**src/sv/anfg_pkg.sv**
```systemverilog
// Shared types and constants of the analog noise floor generator.
package anfg_pkg;

  localparam int unsigned SineTableDepthDef = 256;
  localparam int unsigned PhaseBitsDef      = 24;
  localparam int unsigned SampleBitsDef     = 24;

  // register map
  typedef enum logic [2:0] {
    CFG_GAIN_TARGET  = 3'd0,
    CFG_RAMP_LENGTH  = 3'd1,
    CFG_HUM_INC      = 3'd2,
    CFG_WHIR_INC     = 3'd3,
    CFG_WHIR_AM_INC  = 3'd4,
    CFG_AGE_LEVEL    = 3'd5,
    CFG_RNG_SEED     = 3'd6
  } cfg_idx_e;

  localparam logic [23:0] GainTargetRst = 24'd16777;
  localparam logic [15:0] RampLengthRst = 16'd960;
  localparam logic [23:0] HumIncRst     = 24'd20972;
  localparam logic [23:0] WhirIncRst    = 24'd62915;
  localparam logic [23:0] WhirAmIncRst  = 24'd105;
  localparam logic [15:0] AgeLevelRst   = 16'd0;
  localparam logic [31:0] RngSeedRst    = 32'd1;

  localparam logic [31:0] LcgMul = 32'd1664525;
  localparam logic [31:0] LcgAdd = 32'd1013904223;

  // signed Q1.24 coefficients
  localparam logic signed [25:0] KSlowPole = 26'sd16737790;
  localparam logic signed [25:0] KSlowIn   = 26'sd1661716;
  localparam logic signed [25:0] KMidPole  = 26'sd16156459;
  localparam logic signed [25:0] KMidIn    = 26'sd4974720;
  localparam logic signed [25:0] KFastPole = 26'sd9563013;
  localparam logic signed [25:0] KFastIn   = 26'sd17661229;
  localparam logic signed [25:0] KDirect   = 26'sd3100430;
  localparam logic signed [25:0] KPinkOut  = 26'sd3690988;
  localparam logic signed [25:0] KHarm2    = 26'sd6710886;
  localparam logic signed [25:0] KHarm3    = 26'sd2516582;
  localparam logic signed [25:0] KHum      = 26'sd4194;
  localparam logic signed [35:0] KWhir     = 36'sd5033;

  localparam logic [63:0] OneQ30    = 64'd1 << 30;
  localparam logic [63:0] HalfPiQ30 = 64'd1686629713;
  localparam logic [63:0] Q23Max    = 64'd8388607;

  typedef struct packed {
    logic [23:0] gain_target;
    logic [15:0] ramp_length;
    logic [23:0] hum_inc;
    logic [23:0] whir_inc;
    logic [23:0] whir_am_inc;
    logic [15:0] age_level;
    logic [31:0] rng_seed;
    logic        seed_load;
  } anfg_cfg_t;

endpackage

```
**src/sv/anfg_front.sv**
```systemverilog
// Input side: accepts beats and holds them in a two-entry queue for the engine.
module anfg_front import anfg_pkg::*; (
  input  logic clk_i,
  input  logic rst_ni,
  input  logic in_valid_i,
  output logic in_ready_o,
  input  logic in_clear_i,
  output logic q_valid_o,
  output logic q_clear_o,
  input  logic q_pop_i
);

  logic [1:0] ent_q, ent_d;
  logic [1:0] cnt_q, cnt_d;
  logic       wp_q, wp_d, rp_q, rp_d;
  logic       push;

  assign in_ready_o = (cnt_q != 2'd2);
  assign push       = in_valid_i && in_ready_o;
  assign q_valid_o  = (cnt_q != 2'd0);
  assign q_clear_o  = ent_q[rp_q];

  always_comb begin
    ent_d = ent_q;
    wp_d  = wp_q;
    rp_d  = rp_q;
    cnt_d = cnt_q;
    if (push) begin
      ent_d[wp_q] = in_clear_i;
      wp_d        = ~wp_q;
    end
    if (q_pop_i) begin
      rp_d = ~rp_q;
    end
    if (push && !q_pop_i) begin
      cnt_d = cnt_q + 2'd1;
    end else if (!push && q_pop_i) begin
      cnt_d = cnt_q - 2'd1;
    end
  end

  always_ff @(posedge clk_i or negedge rst_ni) begin
    if (!rst_ni) begin
      ent_q <= '0;
      cnt_q <= '0;
      wp_q  <= 1'b0;
      rp_q  <= 1'b0;
    end else begin
      ent_q <= ent_d;
      cnt_q <= cnt_d;
      wp_q  <= wp_d;
      rp_q  <= rp_d;
    end
  end

endmodule

```
**config.mk**
```make
export PLATFORM = sky130hd
export DESIGN_NAME = anfg_front
export DESIGN_NICKNAME = d
export VERILOG_FILES = /design/src/sv/anfg_pkg.sv /design/src/sv/anfg_front.sv
export SDC_FILE = /design/constraint.sdc
export NUM_CORES = 1
export LEC_CHECK = 0
export BUFFER_PORTS_ARGS = -buffer_cell sky130_fd_sc_hd__buf_4
export CAP_MARGIN = 5
export CORE_AREA = 2 2 39 41
export DETAILED_ROUTE_END_ITERATION = 10
export DIE_AREA = 0 0 41 43
export PLACE_DENSITY = 0.45
export SLEW_MARGIN = 5
export SYNTH_ARGS = -nofsm -noshare
export SYNTH_HDL_FRONTEND = slang
export SYNTH_SLANG_ARGS = --single-unit
export TNS_END_PERCENT = 50
```
**constraint.sdc**
```tcl
create_clock -name clk_i -period 2 [get_ports clk_i]
set_clock_uncertainty 0.05 [all_clocks]
set_input_delay 0 -clock clk_i [delete_from_list [all_inputs] [get_ports clk_i]]
set_output_delay 0 -clock clk_i [all_outputs]
set_load 0.03 [all_outputs]
```
# After elaboration in Yosys (flattened, before gate mapping)
# Index checks and enable logic that the tools add are counted.
dict set report word_totals {
  regBits 6
  latchBits 0
  ramBits 0
  mem_bits_ro 0
  out_inout_bits 3
  word_cells 27
  n_memories 0
}
dict set report op_classes {
  addsub 2
  n_mul 0
  n_div 0
  order_cmp 3
  n_eq_ne 1
  n_shift 0
  mux 7
  bitwise 2
  reduce_logical 8
}
# cell n
set ops {}
lappend ops {{$logic_and 1x1->1} 4}
lappend ops {{$lt 1x2->1 const B} 2}
lappend ops {{$mux 2} 2}
lappend ops {{$reduce_bool 2->1} 2}
lappend ops {{$mux 1} 3}
lappend ops {{$add 2x1->2 const B} 1}
lappend ops {{$bwmux 2} 1}
lappend ops {{$logic_not 1->1} 2}
lappend ops {{$ne 2x2->1 const B} 1}
lappend ops {{$not 1->1} 2}
lappend ops {{$sub 2x1->2 const B} 1}
lappend ops {{$demux 1 s1} 1}
lappend ops {{$ge 1x1->1 const B} 1}

# Depth between registers and ports, before layout
dict set report depth {
  ltp_word 6
  mapped_depth 6
}

# Worst setup path after synthesis
# OpenSTA, ideal clock, no wires.
dict set report synth_timing {
  path_kind {reg2reg}
  startpoint {reg cnt_q[0]}
  endpoint {reg cnt_q[1]}
  setup_ns 0.079
  arrival_ns 1.368
  path_slack_ns 0.502
  path_stages_with_launch 6
  path_buffers 0
  period_less_slack_ns 1.498
  cell_sequence {dfrtp_1 > nand2b_4 > and2_2 > ha_1 > nor2_1 > xor2_1}
}
dict set report synth_via {
  elab_chain_cells 5
  word_cells_on_any_way 10
  classes_between {add/sub: 2; eq/ne: 1; mux: 2; reduce/logical: 5}
}
# element line_no
set synth_rtl {}
lappend synth_rtl {{start, declared} anfg_front.sv:14} ;# logic [1:0] cnt_q, cnt_d;
lappend synth_rtl {{start signal, assigned} anfg_front.sv:50} ;# cnt_q <= cnt_d;
lappend synth_rtl {{$ne 2x2->1 *} anfg_front.sv:18} ;# assign in_ready_o = (cnt_q != 2'd2);
lappend synth_rtl {{net in_ready_o} anfg_front.sv:6} ;# output logic in_ready_o,
lappend synth_rtl {{$logic_and 1x1->1 *} anfg_front.sv:19} ;# assign push = in_valid_i && in_ready_o;
lappend synth_rtl {{$logic_not 1->1} anfg_front.sv:37} ;# end else if (!push && q_pop_i) begin
lappend synth_rtl {{$logic_and 1x1->1} anfg_front.sv:37}
lappend synth_rtl {{$reduce_bool 2->1 (no line)} -}
# Mark *: on every way through the listed nets, which the timed path passes. The rest lies on a longest branch. The select of a mux whose other input is x is not followed.
# A chain may end at the register's enable or synchronous reset.

# Worst setup path in the final report
dict set report layout_timing {
  startpoint {reg cnt_q[0]}
  endpoint {reg cnt_q[1]}
}
dict set report layout_via {
  elab_chain_cells 5
  word_cells_on_any_way 10
  classes_between {add/sub: 2; eq/ne: 1; mux: 2; reduce/logical: 5}
}
# element
set layout_rtl {}
lappend layout_rtl {{branches (longest 5 deep; another with $sub 2x1->2)}}
# Parallel ways; which one is timed is not known. The select of a mux whose other input is x is not followed.

==> results.md <==
- Initial antenna violation count: 0
- Mapped cell area: 287.8 sq um
- DRT antenna net count: 0
- Number of setup violations in the final report: 0
- Synthesis-stage register bit count: 6
- FFs w/ async S/R, synth: 100.0%
- Count of flip-flops with a built-in enable after synthesis: 0
- Area delta synth->final: 43.48%
- Fin. Hold Viols: 0
- Mapped Cells: 22
- Max-Cap Viols: 0
- Root buf cell: clkbuf_4
- Final Max Slew Viols: 0
- # resized after CTS: 0
- WP data required: 2.11 ns
- Max VDD drop: 0.0005088 V
- Global-route wire length before repair: 779 microns
- Vias in the first global route: 195
- Largest net degree at the start of global routing: 7
- Number of synthesis warnings: 0
- CTS Buffer Depth: 2
- Final wirelength: 518 microns
- Clock Latency Late Sink: 0.24 ns
- Post-synth top area cell: dfrtp_1
- Initial Util: 20.80%
- Largest family of logic cells by synthesized area: simple AND/OR/NAND/NOR gates
- GR met1 Demand/Resource: 8.824%
- Die H: 43 microns
- Crit share post-route: 75.00%
- Fin Setup TNS: 0 ns
- Synth Area in Compound Gates: 0%
- GRT Max-Usage Layer: met4
- Iter 0 DRT Violations: 2
- CTS Hold Bufs: 3
- Adder-cell share of the synthesized area: 4.348%
- CTS Sinks: 6
- Max Clk Rate: 0.6667 GHz
- Leakage: 0.0001952 uW
- Hold WC Path Type: input pin to async pin
- # diodes: 0
- Crit path max fanout: 4
- Num rows: 14
- Placed insts: 45
- Synth cell types: 13
- Post-synthesis sequential area ratio: 52.17%
- # Post-CTS Setup Buffers: 0
- Worst R2R Path Depth: 5
- Post-Synth XOR/XNOR Area: 15.22%
- Routed len/inst: 10.16 microns
- Synth top cells by count: 6 x dfrtp_1, 4 x xor2_1, 2 x mux2_1
- Simple-gate area share of the yosys netlist: 15.22%
- Die ar.: 1763 sq um
- Post-synthesis mux area share: 11.74%
- TritonCTS clock tree: built
- Util after Layout: 29.84%
- Layout cells sized above 1: 40.00%
- Critical path data arrival time: 1.61 ns
- Slew of the pin with the lowest slew margin: 0.1806 ns
- CTS buffer count: 3
- GRT Util Overall: 7.669%
- Crit. End Element: flip-flop
- Post-route minimum period: 1.500 ns
- GP Congestion: 0.6257
- Avg Inst Size Synth: 13.08 sq um
- Reg clk slew, reported paths: 0.05 ns
- Slew margin rel.: 87.96%
- Top post-synthesis cells by area: dfrtp_1 52%, xor2_1 12%, mux2_1 7.8%
- Status: complete, no violations
- # DRC: 0
- # H-tree levels: 1
- # IOs: 8
- CP startpoint kind: flip-flop
- Via count: 192
- Die X-Extent: 41 microns
- GR Overflow Total: 0
- Met2 usage: 8.750%
- Synth top area share: 52.17%
- RSZ-0062 raised after global routing: false
- TritonRoute pass-1 iters: 2
- Met3 usage: 3.141%
- Top_reg_cell synth: dfrtp_1
- Port Buffer Count: 7
- Pwr/cell area: 1609 nW/um^2
- Routed vias/inst: 3.765
- Synthesized net count: 28
- Core area: 1384 sq um
- Nets: 43
- Dpl hpwl: 407.3 microns
- CP Class: flip-flop to flip-flop
- Final cell count without fillers: 51
- Top-count cell post-synth: dfrtp_1
==> through the flow <==
step	setup WS [ns]	total power, uW	hold WS (ns)	instance area (sq um)
after global routing	0.4290	714.8	0.06247	412.9
final	0.5001	664.5	0.04964	412.9
after global placement	0.5268	547.6	-0.2394	360.3
after CTS	0.4869	678.8	0.04456	412.9
after floorplan	0.5023	461.3	-0.3456	287.8
after detailed placement	0.4986	556.2	-0.2337	360.3
==> kinds of logic after synthesis <==
kind of cell	Yosys count
buffers and inverters	1
muxes	3
adders and majority gates	1
xor gates and xnor gates	5
DFF	6
and+or+nand+nor	6
==> path summary, 6_finish.rpt <==
path / from / endpoint / slack (ns)
worst max-delay path: cnt_q[0] / cnt_q[1] / 0.50
worst min-delay path: rst_ni / ent_q[0] / 0.05
worst max register to register: cnt_q[0] / cnt_q[1] / 0.50
worst min register to register: rp_q / rp_q / 0.43
max in group asynchronous: rst_ni / cnt_q[1] / 1.73
min in group clk_i: in_valid_i / wp_q / 0.06
==> critical path, cell delays in order (launching register included) <==
cell and delay (ns):
dfrtp_1 0.41, nand2b_4 0.16, and2_2 0.21, ha_1 0.30, nor2_1 0.14, xor2_1 0.15
==> state kept, by name (all words and copies together), names as in the netlist <==
name and flops:
rp_q 1, wp_q 1, cnt_q 2, ent_q 2
==> routing by layer <==
layer / share of wire (%) / vias up
met5: 0 / -
met4: 0 / 0
met3: 9.1 / 0
met2: 48 / 5
met1: 43 / 87
li1: - / 100
==> placed cells by master (no fill, tap or decap), drive strengths merged <==
cell type / synthesis / final
xor2: 4 / 4
nand3: 1 / 1
dlygate4sd3: 0 / 3
inv: 1 / 1
dfrtp: 6 / 6
buf: 0 / 7
nand3b: 1 / 1
clkbuf: 0 / 3
and2: 1 / 1
xnor2: 1 / 1
mux2: 3 / 3
nor2: 1 / 1
nand2b: 1 / 1
ha: 1 / 1
or2: 1 / 1
==> report_power, final <==
| part | internal (uW) | switching (uW) |
|---|---|---|
| clock network | 67.8 | 42.3 |
| logic | 158 | 152 |
| registers | 187 | 56.6 |
==> layout make-up <==
type	instances	area, sq um
fill	142	970.9
tap	16	20.02
clock buffer	3	22.52
multi-input combinational	15	133.9
inverter	1	3.754
sequential	6	150.1
timing repair buffer	10	82.58
Note: power is estimated with default switching activity, not from simulation.
