**config.mk**
```make
export PLATFORM = sky130hd
export DESIGN_NAME = anfg_div
export DESIGN_NICKNAME = d
export VERILOG_FILES = /design/src/sv/anfg_pkg.sv /design/src/sv/anfg_div.sv
export SDC_FILE = /design/constraint.sdc
export NUM_CORES = 1
export LEC_CHECK = 0
export BUFFER_PORTS_ARGS = -buffer_cell sky130_fd_sc_hd__buf_2
export CAP_MARGIN = 20
export CORE_MARGIN = 2
export CORE_UTILIZATION = 50
export DETAILED_ROUTE_END_ITERATION = 8
export HOLD_SLACK_MARGIN = 0.02
export PLACE_DENSITY_LB_ADDON = 0.08
export SETUP_SLACK_MARGIN = 0.4
export SYNTH_ARGS = -nofsm -noshare
export SYNTH_HDL_FRONTEND = slang
export SYNTH_SLANG_ARGS = --single-unit
```
**constraint.sdc**
```tcl
create_clock -name clk_i -period 4.1 [get_ports clk_i]
set_input_delay 0.615 -clock clk_i [delete_from_list [all_inputs] [get_ports clk_i]]
set_output_delay 0.615 -clock clk_i [all_outputs]
set_load 0.01 [all_outputs]
```
**src/sv/anfg_pkg.sv**
```systemverilog
// Shared types and constants of the analog noise floor generator.
package anfg_pkg;

  localparam int unsigned SineTableDepthDef = 256;
  localparam int unsigned PhaseBitsDef      = 24;
  localparam int unsigned SampleBitsDef     = 24;

  // register map
  typedef enum logic [2:0] {
    CFG_GAIN_TARGET  = 3'd0,
    CFG_RAMP_LENGTH  = 3'd1,
    CFG_HUM_INC      = 3'd2,
    CFG_WHIR_INC     = 3'd3,
    CFG_WHIR_AM_INC  = 3'd4,
    CFG_AGE_LEVEL    = 3'd5,
    CFG_RNG_SEED     = 3'd6
  } cfg_idx_e;

  localparam logic [23:0] GainTargetRst = 24'd16777;
  localparam logic [15:0] RampLengthRst = 16'd960;
  localparam logic [23:0] HumIncRst     = 24'd20972;
  localparam logic [23:0] WhirIncRst    = 24'd62915;
  localparam logic [23:0] WhirAmIncRst  = 24'd105;
  localparam logic [15:0] AgeLevelRst   = 16'd0;
  localparam logic [31:0] RngSeedRst    = 32'd1;

  localparam logic [31:0] LcgMul = 32'd1664525;
  localparam logic [31:0] LcgAdd = 32'd1013904223;

  // signed Q1.24 coefficients
  localparam logic signed [25:0] KSlowPole = 26'sd16737790;
  localparam logic signed [25:0] KSlowIn   = 26'sd1661716;
  localparam logic signed [25:0] KMidPole  = 26'sd16156459;
  localparam logic signed [25:0] KMidIn    = 26'sd4974720;
  localparam logic signed [25:0] KFastPole = 26'sd9563013;
  localparam logic signed [25:0] KFastIn   = 26'sd17661229;
  localparam logic signed [25:0] KDirect   = 26'sd3100430;
  localparam logic signed [25:0] KPinkOut  = 26'sd3690988;
  localparam logic signed [25:0] KHarm2    = 26'sd6710886;
  localparam logic signed [25:0] KHarm3    = 26'sd2516582;
  localparam logic signed [25:0] KHum      = 26'sd4194;
  localparam logic signed [35:0] KWhir     = 36'sd5033;

  localparam logic [63:0] OneQ30    = 64'd1 << 30;
  localparam logic [63:0] HalfPiQ30 = 64'd1686629713;
  localparam logic [63:0] Q23Max    = 64'd8388607;

  typedef struct packed {
    logic [23:0] gain_target;
    logic [15:0] ramp_length;
    logic [23:0] hum_inc;
    logic [23:0] whir_inc;
    logic [23:0] whir_am_inc;
    logic [15:0] age_level;
    logic [31:0] rng_seed;
    logic        seed_load;
  } anfg_cfg_t;

endpackage

```
**src/sv/anfg_div.sv**
```systemverilog
// Radix-2 restoring divider for the gain ramp step, truncating toward zero.
module anfg_div import anfg_pkg::*; (
  input  logic               clk_i,
  input  logic               rst_ni,
  input  logic               start_i,
  input  logic signed [24:0] num_i,
  input  logic        [15:0] den_i,
  output logic               busy_o,
  output logic signed [24:0] quo_o
);

  logic        busy_q, busy_d;
  logic [4:0]  cnt_q, cnt_d;
  logic [16:0] rem_q, rem_d;
  logic [23:0] mag_q, mag_d;
  logic [15:0] den_q, den_d;
  logic        neg_q, neg_d;
  logic [16:0] rem_sh;
  logic [24:0] abs_num;

  assign abs_num = num_i[24] ? -num_i : num_i;
  assign rem_sh  = {rem_q[15:0], mag_q[23]};

  always_comb begin
    busy_d = busy_q;
    cnt_d  = cnt_q;
    rem_d  = rem_q;
    mag_d  = mag_q;
    den_d  = den_q;
    neg_d  = neg_q;
    if (start_i) begin
      busy_d = 1'b1;
      cnt_d  = 5'd24;
      rem_d  = '0;
      mag_d  = abs_num[23:0];
      den_d  = den_i;
      neg_d  = num_i[24];
    end else if (busy_q) begin
      if (rem_sh >= {1'b0, den_q}) begin
        rem_d = rem_sh - {1'b0, den_q};
        mag_d = {mag_q[22:0], 1'b1};
      end else begin
        rem_d = rem_sh;
        mag_d = {mag_q[22:0], 1'b0};
      end
      cnt_d = cnt_q - 5'd1;
      if (cnt_q == 5'd1) begin
        busy_d = 1'b0;
      end
    end
  end

  always_ff @(posedge clk_i or negedge rst_ni) begin
    if (!rst_ni) begin
      busy_q <= 1'b0;
      cnt_q  <= '0;
    end else begin
      busy_q <= busy_d;
      cnt_q  <= cnt_d;
    end
  end

  always_ff @(posedge clk_i) begin
    rem_q <= rem_d;
    mag_q <= mag_d;
    den_q <= den_d;
    neg_q <= neg_d;
  end

  assign busy_o = busy_q;
  assign quo_o  = neg_q ? -$signed({1'b0, mag_q}) : $signed({1'b0, mag_q});

endmodule

```
---- Word level (Yosys, flattened, before mapping) ----
Cells that the tools add are included.
word-level totals
  logic and storage cells ................. 24
  output and inout bits ................... 26
  flip-flop bits (word level) ............. 63
  input bits .............................. 44
cells by class
  reductions and logical operators ........ 1
  add/sub/neg operators ................... 4
  mux-type cells .......................... 11
  eq/ne operators ......................... 1
  magnitude comparators ................... 1
operator list
  cell                                                                    count
  24-bit 2-to-1 mux                                                       3
  25-bit 2-to-1 mux                                                       1
  24-bit negator with 25-bit output                                       1
  24-bit negator                                                          1
  17-bit by 16-bit greater-or-equal comparator with 1-bit output          1
  16-bit 2-to-1 mux                                                       1
  16-bit subtractor                                                       1
  5-bit 2-to-1 mux                                                        2
  5-bit by 1-bit equality test with 1-bit output (second input constant)  1
  5-bit by 1-bit subtractor with 5-bit output (second input constant)     1
  1-bit 2-to-1 mux                                                        4
  2-bit nonzero test                                                      1

---- Longest topological paths before layout ----
  word-level depth ........................ 4
  mapped depth ............................ 10
  gate-level depth less buffers ........... 9

---- Worst setup path before layout ----
Ideal clock, no wire load.
  path type ............................... register -> output
  start point ............................. reg mag_q[14]
  end point ............................... out quo_o[22]
  arrival ................................. 2236 ps
  path buffers ............................ 0
  path slack .............................. 1249 ps
  cell stages (with the launch flop) ...... 6
  data required time ...................... 3485 ps
  path through ............................ edfxtp_1 > or4_4 > or4_1 > o41ai_1 > nand2_1 > xor2_1
on the way
  word-level cells in the longest chain between the ends .. 2
ends and longest elaborated chain
  item                               line            text
  start, declared                    anfg_div.sv:15  logic [23:0] mag_q, mag_d;
  start signal, assigned             anfg_div.sv:65  mag_q <= mag_d;
  24-bit negator with 25-bit output  anfg_div.sv:71  assign quo_o = neg_q ? -$signed({1'b0, mag_q}) : $signed({1'b0, mag_q});
  25-bit 2-to-1 mux                  anfg_div.sv:71
  end, declared                      anfg_div.sv:9   output logic signed [24:0] quo_o
Every way passes these cells.

---- Final worst setup path ----
  start point ............................. reg mag_q[5]
  end point ............................... out quo_o[21]
Same word-level chain as after synthesis.

==> summary.md <==
| Metric | Value |
|---|---|
| Outcome | completed |
| Kind of critical path | register to output pin |
| Total Nets Final | roughly 620 |
| Max cap viols | 0 |
| Synthesized instance count | roughly 490 |
| Die X | between 90 and 100 µm |
| CTS clk-pin slew, worst paths | roughly 70 ps |
| Total gr overflow | 0 |
| Max_slew headroom | between 30% and 40% |
| Drt wl/cell | 15.8 µm |
| DIE HEIGHT | slightly below 100 µm |
| Endpoint type of the worst setup path | output pin |
| Fin crit period | roughly 3500 ps |
| Setup violations, final | 0 |
| GRT met2 Usage | approximately 35% |
| Setup_tns | 0 ps |
| Number of port buffers | slightly below 70 |
| Worst slew pin tran | between 900 and 1000 ps |
| RSZ-0062 raised after global routing | no |
| Post-synthesis mux area share | under 10% |
| Post-synthesis adder-cell area fraction | between 5 and 6% |
| R2R depth | 7 |
| Flops & latches, synth | 63 |
| Initial Util | between 50 and 60% |
| Synth Area in Simple Gates | 17.7% |
| Post-route setup slack | between 600 and 700 ps |
| GRT Util Overall | between 20% and 30% |
| H-tree depth | 3 |
| Number of antenna diodes | 0 |
| Routed WL | around 11 mm |
| Crit path max-delay family | simple AND/OR/NAND/NOR gates |
| CP arrival | 2860 ps |
| Vias | 3940 |
| Slowest cell delay on critical path | around 570 ps |
| Share of layout cells above drive strength 1 | between 10% and 20% |
| Lkg Pwr | between 2 and 2.5 nW |
| Commonest non-fill, non-tap cell in the layout | buf_2 |
| CTS root buf | clkbuf_8 |
| Power per cell area | between 300 and 400 nW/µm² |
| Final Total Pwr | roughly 1.9 mW |
| CP dominant cell by count | or4_1 |
| Worst Path Buf+Inv | 1 |
| Worst slack, placed | ~920 ps |
| Fillers | 796 |
| VDD IR-drop max | around 0.00018 V |
| Period utilization | 84.8% |
| Max frequency | roughly 0.29 GHz |
| Gr busiest metal | met2 |
| Worst Skew | between 7 and 8 ps |
| RR Endpoint | rem_q[3] |
| Reg2Reg Setup Slack | 1130 ps |
| Hold Fails Final Rpt | 0 |
| Cell row count | 34 |
| DIE AREA | 9820 µm² |
| Sequential fraction of the synthesis area | 37.6% |
| Crit start category | register |
| Main combinational cell family by area after synthesis | compound AO/OA/AOI/OAI gates |
| RR Startpoint | rem_q[5] |
| Post-synthesis xor/xnor area fraction | about 11% |
| YS warnings | 0 |
| Met1 usage | between 30% and 40% |
| GPL Wtd Cong | between 0.8 and 0.9 |
| First-pass GRT wire length | 17.8 mm |
| Syn Std Cell Area | 4520 µm² |
| Placed cell area | 4940 µm² |
| Worst Setup SP | mag_q[5] |
| 1st-pass router iterations | 6 |
| Final ANT Viol Nets | 0 |
| DPL Wire Length | roughly 7.7 mm |
| Core area | approximately 8800 µm² |
| Area delta synth->final | 14.4% |
| Post-synth cell types | 67 |
| DRC | 0 |
| Design area | around 5200 µm² |
| Crit path capture | quo_o[21] |
| Number of global-route vias before repair | 3761 |
| Synth Area in Compound Gates | between 20% and 30% |
| Total setup buffers inserted after CTS | 0 |
| Count of final max-slew check failures | 0 |
| Crit Path Max Fanout | 5 |
| Largest net degree at the start of global routing | 77 |
| Worst Hold Class | input port to asynchronous set/reset pin |
| # clock sinks | 63 |
| Crit-path cells | nor3_2 > nand4_1 > or4_1 > or4_1 > o21ai_1 > xnor2_1 > buf_2 |
| TritonCTS buffer count | 9 |
| Most used DFF post-synth | edfxtp_1 |
| Most frequent cells in the layout | 69 x buf_2, 42 x nor2_1, 41 x edfxtp_1 |
| Initial DRC count | ~180 |
| Mean Syn Cell Area | between 9 and 10 µm² |
| Synthesized net count | approximately 560 |
| IO Pins | 70 |
| Worst EP required | between 3000 and 4000 ps |
| Critical path depth in cells | 7 |
| Initial antenna violation count | 0 |
| Max clock buf depth | 2 |
| Post-synthesis async set-or-reset flop share | 9.52% |
| Number of synthesized flops with an enable pin | slightly above 40 |
| CTS tree | done |
| CP max stage cell | or4_1 |
| Hold_buf cts | 0 |
| Clk_lat worst skew | approximately 340 ps |
| Vias per cell | a little under 6 |
| Met3 GRT Util | roughly 4.4% |
power breakdown:
group | total [mW] | internal, mW | leakage, nW | switching [mW]
combinational | 0.468 | 0.213 | 1.34 | 0.255
sequential | 0.815 | 0.748 | 0.609 | 0.0670
clock | 0.625 | 0.376 | 0.114 | 0.250
worst min-delay path by stage:
stage | cells past startpoint | end | slack, ps
floorplan | 0 | busy_o | 320
global route | 1 | cnt_q[3] | 70
global placement | 1 | cnt_q[3] | 440
CTS | 1 | cnt_q[4] | 80
detailed placement | 1 | cnt_q[3] | 450
finish | 1 | cnt_q[3] | 80
area by class of cell:
type                            count  area, µm²  share of cell area [%]
Tap cell                          108        135                    2.61
Clock inverter                      3       65.1                    1.26
Multi-Input combinational cell    380       2630                    50.9
Timing Repair Buffer               72        368                    7.11
Sequential cell                    63       1700                    32.9
Inverter                           30        113                    2.18
Clock buffer                       13        159                    3.07
Yosys cell counts, types with 3 or more instances:
cell type | instances | share of area [%]
ha_1 | 20 | 5.5
o21ai_0 | 32 | 3.5
o21ai_1 | 3 | 0.33
a21o_1 | 3 | 0.50
edfxtp_1 | 41 | 27
and2_1 | 3 | 0.42
xnor2_1 | 33 | 6.4
a211oi_1 | 5 | 0.83
a21oi_1 | 26 | 2.9
xor2_1 | 25 | 4.8
inv_1 | 30 | 2.5
o41ai_1 | 4 | 0.77
nand4_1 | 11 | 1.5
or4_4 | 3 | 0.75
clkbuf_1 | 15 | 1.2
o31ai_1 | 13 | 2.2
o21bai_1 | 4 | 0.66
a31oi_1 | 4 | 0.55
nor4_1 | 3 | 0.42
o211ai_1 | 7 | 1.2
dfrtp_1 | 6 | 3.3
dfxtp_1 | 16 | 7.1
o2111ai_1 | 4 | 0.77
nand3_1 | 11 | 1.2
nor2b_1 | 5 | 0.69
or4_1 | 7 | 1.2
a311oi_1 | 8 | 1.5
nor3_1 | 9 | 1.0
mux2_2 | 4 | 1.0
or3_1 | 5 | 0.69
nand2b_1 | 7 | 0.97
nor2_1 | 42 | 3.5
nand2_1 | 35 | 2.9
registers in the layout, summed over array words and instances, names as in the netlist:
name / cells
mag_q: 24
den_q: 16
rem_q: 16
cnt_q: 5
busy_o: 1
neg_q: 1
through the flow:
step / std cells / util [%] / hold WS [ps]
after floorplan: 493 / - / 319
after global placement: 653 / 56.4 / 443
after detailed placement: 653 / 56.4 / 449
after CTS: 669 / 58.9 / 82.9
after global routing: 669 / 59.0 / 74.7
final: 669 / 59.0 / 82.4
cells by family (layout without fill, tap and decap cells):
family                   count (synthesis)  after routing
multiplexers                             6              6
XOR/XNOR                                58             58
adder cells (fa/ha/maj)                 21             21
flip-flops                              63             63
AND/OR/NAND/NOR                        154            154
AO/OA/AOI/OAI                          141            141
buffers and inverters                   50            118
metal layers:
| metal | wire (µm) | part of all wire (%) | vias to the layer above |
|---|---|---|---|
| met1 | 5030 | 47 | 1836 |
| li1 | - | - | 1974 |
| met4 | 187 | 1.8 | 0 |
| met2 | 4840 | 46 | 112 |
| met5 | 0 | 0 | - |
| met3 | 531 | 5.0 | 18 |
what timing repair did:
action | 4_1_cts | 5_1_grt
hold endpoints to repair | 0 | 0
endpoints found under the setup margin | 0 | 1
resized for setup | 0 | 1
No activity file was read; power rests on OpenSTA's default activity.
